[src/gda_pkg.sv]
// gda_pkg: shared types, constants and calendar functions for the
// gregorian date add/subtract block; no dependencies
package gda_pkg;

	localparam int YearW  = 14;
	localparam int MonthW = 4;
	localparam int DayW   = 5;
	localparam int CountW = 16;
	localparam int RemW   = CountW + 1;
	localparam int CentW  = 7;

	// operation codes on the kind field
	localparam logic KindAdd = 1'b0;
	localparam logic KindSub = 1'b1;

	localparam logic [YearW-1:0]  YearMin = 14'd1;
	localparam logic [YearW-1:0]  YearMax = 14'd9999;
	localparam logic [MonthW-1:0] MonJan  = 4'd1;
	localparam logic [MonthW-1:0] MonFeb  = 4'd2;
	localparam logic [MonthW-1:0] MonApr  = 4'd4;
	localparam logic [MonthW-1:0] MonJun  = 4'd6;
	localparam logic [MonthW-1:0] MonSep  = 4'd9;
	localparam logic [MonthW-1:0] MonNov  = 4'd11;
	localparam logic [MonthW-1:0] MonDec  = 4'd12;
	localparam logic [DayW-1:0]   LenLong = 5'd31;
	localparam logic [DayW-1:0]   LenShort = 5'd30;
	localparam logic [DayW-1:0]   LenFebLeap = 5'd29;
	localparam logic [DayW-1:0]   LenFeb = 5'd28;

	// year / 100 as (year * 5243) >> 19, exact for any 14-bit year
	localparam int CentRecipW = 13;
	localparam logic [CentRecipW-1:0] CentRecip = 13'd5243;
	localparam int CentShift = 19;
	localparam int CentProdW = YearW + CentRecipW;
	localparam logic [CentW-1:0] YearsPerCentM1 = 7'd99;
	localparam logic [YearW-1:0] YearsPerCent = 14'd100;

	typedef struct packed {
		logic load;
		logic century;
		logic split;
		logic init;
		logic step;
		logic capture;
	} gda_cmd_t;

	typedef struct packed {
		logic oor;
		logic stop;
	} gda_sts_t;

	// 4/100/400 rule on year split into century and year within century
	function automatic logic is_leap(input logic [CentW-1:0] cent,
			input logic [CentW-1:0] yic);
		logic by4;
		logic cent_yr;
		by4 = (yic[1:0] == 2'd0);
		cent_yr = (yic == '0);
		return by4 && (!cent_yr || (cent[1:0] == 2'd0));
	endfunction

	function automatic logic [DayW-1:0] month_len(input logic leap,
			input logic [MonthW-1:0] m);
		logic [DayW-1:0] len;
		case (m)
			MonFeb: len = leap ? LenFebLeap : LenFeb;
			MonApr, MonJun, MonSep, MonNov: len = LenShort;
			default: len = LenLong;
		endcase
		return len;
	endfunction

endpackage

[src/gda_dp.sv]
// gda_dp: datapath of the date walker, holds the date, remaining days and
// leap tracking counters; depends on gda_pkg
module gda_dp (
	input  logic                           clk,
	input  logic                           arst_n,
	input  gda_pkg::gda_cmd_t              cmd,
	output gda_pkg::gda_sts_t              sts,
	input  logic                           kind,
	input  logic [gda_pkg::YearW-1:0]      start_year,
	input  logic [gda_pkg::MonthW-1:0]     start_month,
	input  logic [gda_pkg::DayW-1:0]       start_day,
	input  logic [gda_pkg::CountW-1:0]     day_count,
	output logic [gda_pkg::YearW-1:0]      result_year,
	output logic [gda_pkg::MonthW-1:0]     result_month,
	output logic [gda_pkg::DayW-1:0]       result_day,
	output logic                           out_of_range
);

	logic                          kind_q;
	logic [gda_pkg::YearW-1:0]     sy_q;
	logic [gda_pkg::MonthW-1:0]    sm_q;
	logic [gda_pkg::DayW-1:0]      sd_q;
	logic [gda_pkg::CountW-1:0]    cnt_q;
	logic [gda_pkg::YearW-1:0]     y_q;
	logic [gda_pkg::MonthW-1:0]    m_q;
	logic [gda_pkg::DayW-1:0]      d_q;
	logic [gda_pkg::RemW-1:0]      rem_q;
	logic [gda_pkg::CentW-1:0]     cent_q;
	logic [gda_pkg::CentW-1:0]     yic_q;
	logic                          oor_q;

	logic [gda_pkg::MonthW-1:0]    m_clamp;
	logic                          year_bad;
	logic [gda_pkg::CentProdW-1:0] cent_prod;
	logic [gda_pkg::YearW-1:0]     cent_x100;
	logic                          leap_cur;
	logic [gda_pkg::DayW-1:0]      len_cur;
	logic [gda_pkg::DayW-1:0]      len_prev;
	logic [gda_pkg::DayW-1:0]      d_clamp;
	logic                          add_fit;
	logic                          sub_fit;
	logic                          walk_done;
	logic                          hit_edge;
	logic                          advance;

	always_comb begin
		if (start_month == '0) begin
			m_clamp = gda_pkg::MonJan;
		end else if (start_month > gda_pkg::MonDec) begin
			m_clamp = gda_pkg::MonDec;
		end else begin
			m_clamp = start_month;
		end
	end

	assign year_bad = (start_year < gda_pkg::YearMin) || (start_year > gda_pkg::YearMax);

	assign cent_prod = gda_pkg::CentProdW'(y_q) * gda_pkg::CentProdW'(gda_pkg::CentRecip);
	assign cent_x100 = gda_pkg::YearW'(cent_q) * gda_pkg::YearsPerCent;

	assign leap_cur = gda_pkg::is_leap(cent_q, yic_q);
	assign len_cur  = gda_pkg::month_len(leap_cur, m_q);
	assign len_prev = gda_pkg::month_len(leap_cur, m_q - 4'd1);

	always_comb begin
		if (sd_q == '0) begin
			d_clamp = 5'd1;
		end else if (sd_q > len_cur) begin
			d_clamp = len_cur;
		end else begin
			d_clamp = sd_q;
		end
	end

	assign add_fit   = rem_q <= gda_pkg::RemW'(len_cur);
	assign sub_fit   = rem_q < gda_pkg::RemW'(d_q);
	assign walk_done = (kind_q == gda_pkg::KindSub) ? sub_fit : add_fit;
	assign hit_edge  = !walk_done && ((kind_q == gda_pkg::KindSub)
		? ((m_q == gda_pkg::MonJan) && (y_q == gda_pkg::YearMin))
		: ((m_q == gda_pkg::MonDec) && (y_q == gda_pkg::YearMax)));
	assign advance   = cmd.step && !walk_done && !hit_edge;

	assign sts.oor  = oor_q;
	assign sts.stop = walk_done || hit_edge;

	always_ff @(posedge clk or negedge arst_n) begin
		if (!arst_n) begin
			oor_q <= 1'b0;
		end else if (cmd.load) begin
			oor_q <= year_bad;
		end else if (cmd.step && hit_edge) begin
			oor_q <= 1'b1;
		end
	end

	always_ff @(posedge clk) begin
		if (cmd.load) begin
			kind_q <= kind;
			sy_q   <= start_year;
			sm_q   <= start_month;
			sd_q   <= start_day;
			cnt_q  <= day_count;
			y_q    <= start_year;
			m_q    <= m_clamp;
		end
		if (cmd.century) begin
			cent_q <= cent_prod[gda_pkg::CentShift +: gda_pkg::CentW];
		end
		if (cmd.split) begin
			yic_q <= gda_pkg::CentW'(y_q - cent_x100);
		end
		if (cmd.init) begin
			d_q <= d_clamp;
			if (kind_q == gda_pkg::KindSub) begin
				rem_q <= gda_pkg::RemW'(cnt_q);
			end else begin
				rem_q <= gda_pkg::RemW'(d_clamp) + gda_pkg::RemW'(cnt_q);
			end
		end
		if (cmd.step && walk_done) begin
			d_q <= (kind_q == gda_pkg::KindSub) ? (d_q - rem_q[gda_pkg::DayW-1:0])
				: rem_q[gda_pkg::DayW-1:0];
		end
		if (advance) begin
			if (kind_q == gda_pkg::KindAdd) begin
				rem_q <= rem_q - gda_pkg::RemW'(len_cur);
				if (m_q == gda_pkg::MonDec) begin
					m_q <= gda_pkg::MonJan;
					y_q <= y_q + 14'd1;
					if (yic_q == gda_pkg::YearsPerCentM1) begin
						yic_q  <= '0;
						cent_q <= cent_q + 7'd1;
					end else begin
						yic_q <= yic_q + 7'd1;
					end
				end else begin
					m_q <= m_q + 4'd1;
				end
			end else begin
				rem_q <= rem_q - gda_pkg::RemW'(d_q);
				if (m_q == gda_pkg::MonJan) begin
					m_q <= gda_pkg::MonDec;
					y_q <= y_q - 14'd1;
					d_q <= gda_pkg::LenLong;
					if (yic_q == '0) begin
						yic_q  <= gda_pkg::YearsPerCentM1;
						cent_q <= cent_q - 7'd1;
					end else begin
						yic_q <= yic_q - 7'd1;
					end
				end else begin
					m_q <= m_q - 4'd1;
					d_q <= len_prev;
				end
			end
		end
		if (cmd.capture) begin
			out_of_range <= oor_q;
			result_year  <= oor_q ? sy_q : y_q;
			result_month <= oor_q ? sm_q : m_q;
			result_day   <= oor_q ? sd_q : d_q;
		end
	end

`ifndef SYNTHESIS
	a_month_in_range: assert property (@(posedge clk) disable iff (!arst_n)
		cmd.step |-> (m_q >= gda_pkg::MonJan) && (m_q <= gda_pkg::MonDec))
		else $error("month left 1..12 during walk");
	a_yic_in_range: assert property (@(posedge clk) disable iff (!arst_n)
		cmd.step |-> (yic_q <= gda_pkg::YearsPerCentM1))
		else $error("year within century out of range");
	a_day_nonzero: assert property (@(posedge clk) disable iff (!arst_n)
		cmd.capture && !oor_q |-> (d_q != '0))
		else $error("day of month is zero at capture");
`endif

endmodule

[src/gda_ctrl.sv]
// gda_ctrl: sequencer of the date walker, drives datapath commands and
// both handshakes; depends on gda_pkg
module gda_ctrl (
	input  logic              clk,
	input  logic              arst_n,
	input  logic              item_valid,
	output logic              item_ready,
	output logic              result_valid,
	input  logic              result_ready,
	output gda_pkg::gda_cmd_t cmd,
	input  gda_pkg::gda_sts_t sts
);

	typedef enum logic [2:0] {
		S_IDLE,
		S_CENT,
		S_SPLIT,
		S_INIT,
		S_WALK,
		S_FINISH
	} state_t;

	state_t state_q;
	logic   out_valid_q;
	logic   out_free;

	assign out_free   = !out_valid_q || result_ready;
	assign item_ready = (state_q == S_IDLE);
	assign result_valid = out_valid_q;

	always_comb begin
		cmd.load    = (state_q == S_IDLE) && item_valid;
		cmd.century = (state_q == S_CENT);
		cmd.split   = (state_q == S_SPLIT);
		cmd.init    = (state_q == S_INIT);
		cmd.step    = (state_q == S_WALK);
		cmd.capture = (state_q == S_FINISH) && out_free;
	end

	always_ff @(posedge clk or negedge arst_n) begin
		if (!arst_n) begin
			state_q     <= S_IDLE;
			out_valid_q <= 1'b0;
		end else begin
			if (cmd.capture) begin
				out_valid_q <= 1'b1;
			end else if (result_ready) begin
				out_valid_q <= 1'b0;
			end
			case (state_q)
				S_IDLE: begin
					if (item_valid) begin
						state_q <= S_CENT;
					end
				end
				S_CENT: begin
					state_q <= sts.oor ? S_FINISH : S_SPLIT;
				end
				S_SPLIT: begin
					state_q <= S_INIT;
				end
				S_INIT: begin
					state_q <= S_WALK;
				end
				S_WALK: begin
					if (sts.stop) begin
						state_q <= S_FINISH;
					end
				end
				S_FINISH: begin
					if (out_free) begin
						state_q <= S_IDLE;
					end
				end
				default: begin
					state_q <= S_IDLE;
				end
			endcase
		end
	end

`ifndef SYNTHESIS
	a_accept_starts: assert property (@(posedge clk) disable iff (!arst_n)
		item_valid && item_ready |=> (state_q == S_CENT))
		else $error("accepted beat did not start the walk");
	a_capture_free: assert property (@(posedge clk) disable iff (!arst_n)
		cmd.capture |-> (!out_valid_q || result_ready))
		else $error("result overwritten before it was taken");
	a_walk_entry: assert property (@(posedge clk) disable iff (!arst_n)
		(state_q == S_WALK) && ($past(state_q) != S_WALK) |-> ($past(state_q) == S_INIT))
		else $error("walk entered without setup");
	a_busy_blocks_input: assert property (@(posedge clk) disable iff (!arst_n)
		(state_q != S_IDLE) |-> !cmd.load)
		else $error("load issued while busy");
`endif

endmodule

[src/gregorian_date_add_subtract.sv]
// gregorian_date_add_subtract: top level of the date add/subtract block,
// joins gda_ctrl and gda_dp; depends on gda_pkg
//
// channel   valid          ready          payload
// input     item_valid     item_ready     kind, start_year, start_month, start_day, day_count
// result    result_valid   result_ready   result_year, result_month, result_day, out_of_range
//
// an item goes through the setup steps (accept, century, split, day clamp),
// then the month walk, one month per cycle plus a step that finds the end,
// then the result register load; a bad start year skips from the century
// step straight to the result load
// one item at a time: item_ready is high only while the sequencer is idle
// the result register holds a finished beat while the next item is taken
// a stalled result beat only delays the return to idle of the next item
// arst_n clears the sequencer and result valid; date registers need no reset
module gregorian_date_add_subtract (
	input  logic                           clk,
	input  logic                           arst_n,
	// input channel
	input  logic                           item_valid,
	output logic                           item_ready,
	input  logic                           kind,
	input  logic [gda_pkg::YearW-1:0]      start_year,
	input  logic [gda_pkg::MonthW-1:0]     start_month,
	input  logic [gda_pkg::DayW-1:0]       start_day,
	input  logic [gda_pkg::CountW-1:0]     day_count,
	// result channel
	output logic                           result_valid,
	input  logic                           result_ready,
	output logic [gda_pkg::YearW-1:0]      result_year,
	output logic [gda_pkg::MonthW-1:0]     result_month,
	output logic [gda_pkg::DayW-1:0]       result_day,
	output logic                           out_of_range
);

	// commands from sequencer to datapath, status back
	gda_pkg::gda_cmd_t cmd;
	gda_pkg::gda_sts_t sts;

	// sequencer: setup steps (century split, day clamp), month walk, result load
	gda_ctrl u_ctrl (
		.clk          (clk),
		.arst_n       (arst_n),
		.item_valid   (item_valid),
		.item_ready   (item_ready),
		.result_valid (result_valid),
		.result_ready (result_ready),
		.cmd          (cmd),
		.sts          (sts)
	);

	// datapath: date registers, remaining day count, leap tracking by
	// century and year within century, result register
	gda_dp u_dp (
		.clk          (clk),
		.arst_n       (arst_n),
		.cmd          (cmd),
		.sts          (sts),
		.kind         (kind),
		.start_year   (start_year),
		.start_month  (start_month),
		.start_day    (start_day),
		.day_count    (day_count),
		.result_year  (result_year),
		.result_month (result_month),
		.result_day   (result_day),
		.out_of_range (out_of_range)
	);

endmodule

[config.mk]
export PLATFORM = sky130hd
export DESIGN_NAME = gregorian_date_add_subtract
export DESIGN_NICKNAME = d
export VERILOG_FILES = /design/src/gda_pkg.sv /design/src/gda_dp.sv /design/src/gda_ctrl.sv /design/src/gregorian_date_add_subtract.sv
export SDC_FILE = /design/constraint.sdc
export NUM_CORES = 1
export LEC_CHECK = 0
export BUFFER_PORTS_ARGS = -buffer_cell sky130_fd_sc_hd__buf_2
export CELL_PAD_IN_SITES_DETAIL_PLACEMENT = 0
export CELL_PAD_IN_SITES_GLOBAL_PLACEMENT = 1
export CORE_ASPECT_RATIO = 1.5
export CORE_MARGIN = 2
export CORE_UTILIZATION = 40
export DETAILED_ROUTE_END_ITERATION = 16
export PLACE_DENSITY_LB_ADDON = 0.1
export SYNTH_ARGS = -nofsm -noshare
export SYNTH_HDL_FRONTEND = slang
export SYNTH_HIERARCHICAL = 1
export SYNTH_SLANG_ARGS = --single-unit
[constraint.sdc]
create_clock -name clk -period 8.1 [get_ports clk]
set_input_delay 0.405 -clock clk [delete_from_list [all_inputs] [get_ports clk]]
set_output_delay 0.405 -clock clk [all_outputs]
set_load 0.01 [all_outputs]
==> reports/metrics.csv <==
stage;metric;value;unit
outcome;outcome;completed;
timing;fin crit share;0.7073;
synthesis;Yosys top cell by area;edfxtp_1;
cells_and_area;most frequent cells in the layout;inv_1 (162), ha_1 (146), edfxtp_1 (85);
floorplan;Die H;207.9;µm
detailed_routing;routed vias/inst;5.504;
cells_and_area;FILL cells;2694;
cts;Clock Sinks;121;
global_routing;GR Util met1;0.2368;
cts;CTS resizes;0;
placed_design;Port-buffer cells;69;
setup_path;critical path arrival;5.89;ns
timing;f_max;0.1745;GHz
floorplan;die area;29100;µm²
synthesis;Mapped Nets;1409;
global_routing;first-pass GRT wire length;49050;µm
setup_path;reg2reg setup slack;2.37;ns
synthesis;top cells by area, synth;edfxtp_1 (23%), ha_1 (16%), fa_1 (12%);
global_routing;GRT met2 Usage;0.4328;
cells_and_area;Final Util;0.4556;
cells_and_area;leading cell type in the layout, fill and taps excluded;inv_1;
cells_and_area;Post-Layout Cell Count;1561;
run;Max Cap Viol;0;
floorplan;Horiz. Die Dim;140.0;µm
global_routing;met3 Use GR;0.02163;
detailed_routing;DRT iter0 DRCs;426;
cts;root buf cell;clkbuf_16;
timing;final max-slew violation count;0;
timing;Worst-Margin Slew;1.230;ns
setup_path;critical path endpoint category;flip-flop;
setup_path;critical path launch point type;flip-flop;
synthesis;Post-Synth Simple-Gate Area;0.1178;
global_routing;initial antenna violation count;0;
detailed_routing;Routed WL per cell;19.95;µm
setup_path;kind of critical path;reg2reg;
timing;setup TNS;0;ns
synthesis;main flop type after synthesis;edfxtp_1;
synthesis;Avg Inst Size Synth;9.626;µm²
setup_path;Crit Path Max Fanout;12;
global_routing;global route total overflow;0;
detailed_routing;remaining routing DRC violations;0;
synthesis;Post-synth EDFFs;85;
synthesis;largest family of logic cells by synthesized area;adder cells;
synthesis;Yosys warning total;6;
floorplan;row cnt;74;
cells_and_area;Final #Nets;1463;
global_routing;busiest grt layer;met2;
floorplan;initial core utilization;0.4074;
detailed_routing;vias;8591;
cts;CTS Buf Count;17;
cts;Reg clk slew, reported paths;0.06;ns
floorplan;num ports;70;
timing;Final Hold Vio Count;0;
synthesis;post-synthesis sequential area ratio;0.2974;
floorplan;core footprint;27220;µm²
cts;CTS H-Tree Depth;4;
cells_and_area;register area;3298;µm²
detailed_routing;Final Routed Wirelength;31140;µm
cts;Clock Path Buffers;2;
synthesis;Synth top area share;0.2302;
detailed_routing;drt pass-1 iters;6;
synthesis;synthesized area;11090;µm²
synthesis;Netlist cell types;74;
global_routing;pin count of the biggest net entering global routing;62;
timing;clock skew;0.009603;ns
cts;worst skew pair latency;0.43;ns
synthesis;XOR/XNOR Fraction of Synth Area;0.04423;
synthesis;Gate Count Post-Synth;1152;
cells_and_area;Multi-input gate area;6987;µm²
synthesis;Adder-Cell Fraction of Synth Area;0.2857;
cells_and_area;diode count;0;
detailed_routing;post-route ant nets;0;
cells_and_area;ratio of cells with drive above 1 in the final layout;0.1140;
placed_design;Final Wtd Congestion;0.8318;
cts;CTS tree;yes;
synthesis;Async SR Flop Fraction;0.04132;
placed_design;hpwl dp;24520;µm
synthesis;Synth Area in Compound Gates;0.1511;
timing;Finish-stage setup viols;0;
synthesis;post-synthesis sequential element count;121;
synthesis;mux cell area share after synthesis;0.02866;
setup_path;CP required;8.26;ns
min_path;worst min-delay path category;in2reg;
timing;fin crit period;5.729;ns
cells_and_area;P&R area growth vs syn;11.84;%
timing;slew margin rel.;0.1769;
global_routing;vias in the first global route;8916;
placed_design;placed cells;1528;
global_routing;Tot GR Track Use;0.2199;
timing;RSZ-0062 raised after global routing;false;
## layout make-up
type / instances / area share
flip-flops and latches: 121 / 0.2659
multi-input cells: 819 / 0.5634
clock inverters: 14 / 0.01483
repair buffers: 85 / 0.03773
well taps: 342 / 0.03450
inverters: 162 / 0.04903
clock buffers: 18 / 0.03460
## state kept, by name (all words and copies together) (netlist names)
name and flops:
u_dp/result_day 5, u_ctrl/result_valid 1, u_dp/sm_q 4, u_dp/yic_q 7, u_dp/sd_q 5, u_dp/result_year 14, u_dp/sy_q 14, u_dp/cnt_q 16
u_ctrl/state_q 3, u_dp/result_month 4, u_dp/m_q 4, u_dp/kind_q 1, u_dp/cent_q 5, u_dp/oor_q 1, u_dp/d_q 5, u_dp/y_q 14
u_dp/out_of_range 1, u_dp/rem_q 17
## path summary, 6_finish.rpt
kind | from | endpoint | cells after the start
max | u_dp/cent_q[0] | u_dp/rem_q[10] | 21
min | day_count[6] | u_dp/cnt_q[6] | 1
max reg2reg | u_dp/cent_q[0] | u_dp/rem_q[10] | 21
min reg2reg | u_dp/sy_q[11] | u_dp/result_year[11] | 2
max in group asynchronous | arst_n | u_ctrl/state_q[1] | 2
min in group asynchronous | arst_n | u_dp/oor_q | 2
## timing repair
item,CTS,global route
hold endpoints to repair,5,0
hold buffers,1,0
setup buffers,0,0
## per-layer routing
layer,part of all wire,vias up
met3,0.023,47
met5,0,-
met2,0.56,169
met1,0.38,4214
met4,0.033,0
li1,-,4161
## metrics by stage
stage	hold WS, ns	cell area [µm²]	worst slack, ns
2_1_floorplan	0.1094	11090	3.349
3_3_place_gp	0.2390	11780	2.373
3_5_place_dp	0.2306	11780	2.374
4_1_cts	0.1288	12400	2.334
5_1_grt	0.1350	12400	1.946
6_report	0.1500	12400	2.371
## cell usage after synthesis (3+ instances only)
cell	count
o21a_1	7
buf_2	12
xor2_1	16
xnor2_1	40
o32ai_1	5
a31o_2	3
a31oi_1	11
o31a_1	5
nor3b_1	6
o211ai_1	6
and2_1	6
o21ai_1	6
nand4_1	8
nor2_1	57
a21oi_1	52
nand2_1	82
nor2b_1	6
nor4_1	9
o22ai_1	26
buf_1	3
a221o_1	8
fa_1	67
a21o_1	11
a221oi_1	7
dfrtp_1	5
inv_1	162
mux2i_1	25
a211oi_1	8
o221ai_1	10
ha_1	146
clkbuf_1	31
nor3_1	18
or3_1	8
edfxtp_1	85
dfxtp_1	31
nand3_1	26
o21ai_0	66
nand2b_1	9
and3_1	12
## cell families after synthesis
kind of cell / count (synthesis)
AND/OR/NAND/NOR: 264
AO/OA/AOI/OAI: 257
adder cells (fa/ha/maj): 213
buffers and inverters: 212
flip-flops: 121
XOR/XNOR: 56
multiplexers: 29
## critical path, stage by stage (launching register included)
cell and delay [ns]:
dfxtp_1 0.65, inv_1 0.16, ha_1 0.33, o41ai_1 0.61, a21oi_1 0.14, o21ai_0 0.39
inv_1 0.13, ha_1 0.30, a21oi_1 0.12, o21ai_0 0.22, a21oi_1 0.25, o21ai_0 0.15
ha_1 0.26, fa_1 0.44, a21o_1 0.20, a21oi_1 0.21, inv_1 0.06, a21oi_1 0.25
nor2_1 0.15, and2_1 0.19, xnor2_1 0.16, mux2i_1 0.09
Power is left out: the tool's default activity adds up to more than one toggle a clock period on the data nets, which glitch-free logic cannot reach.
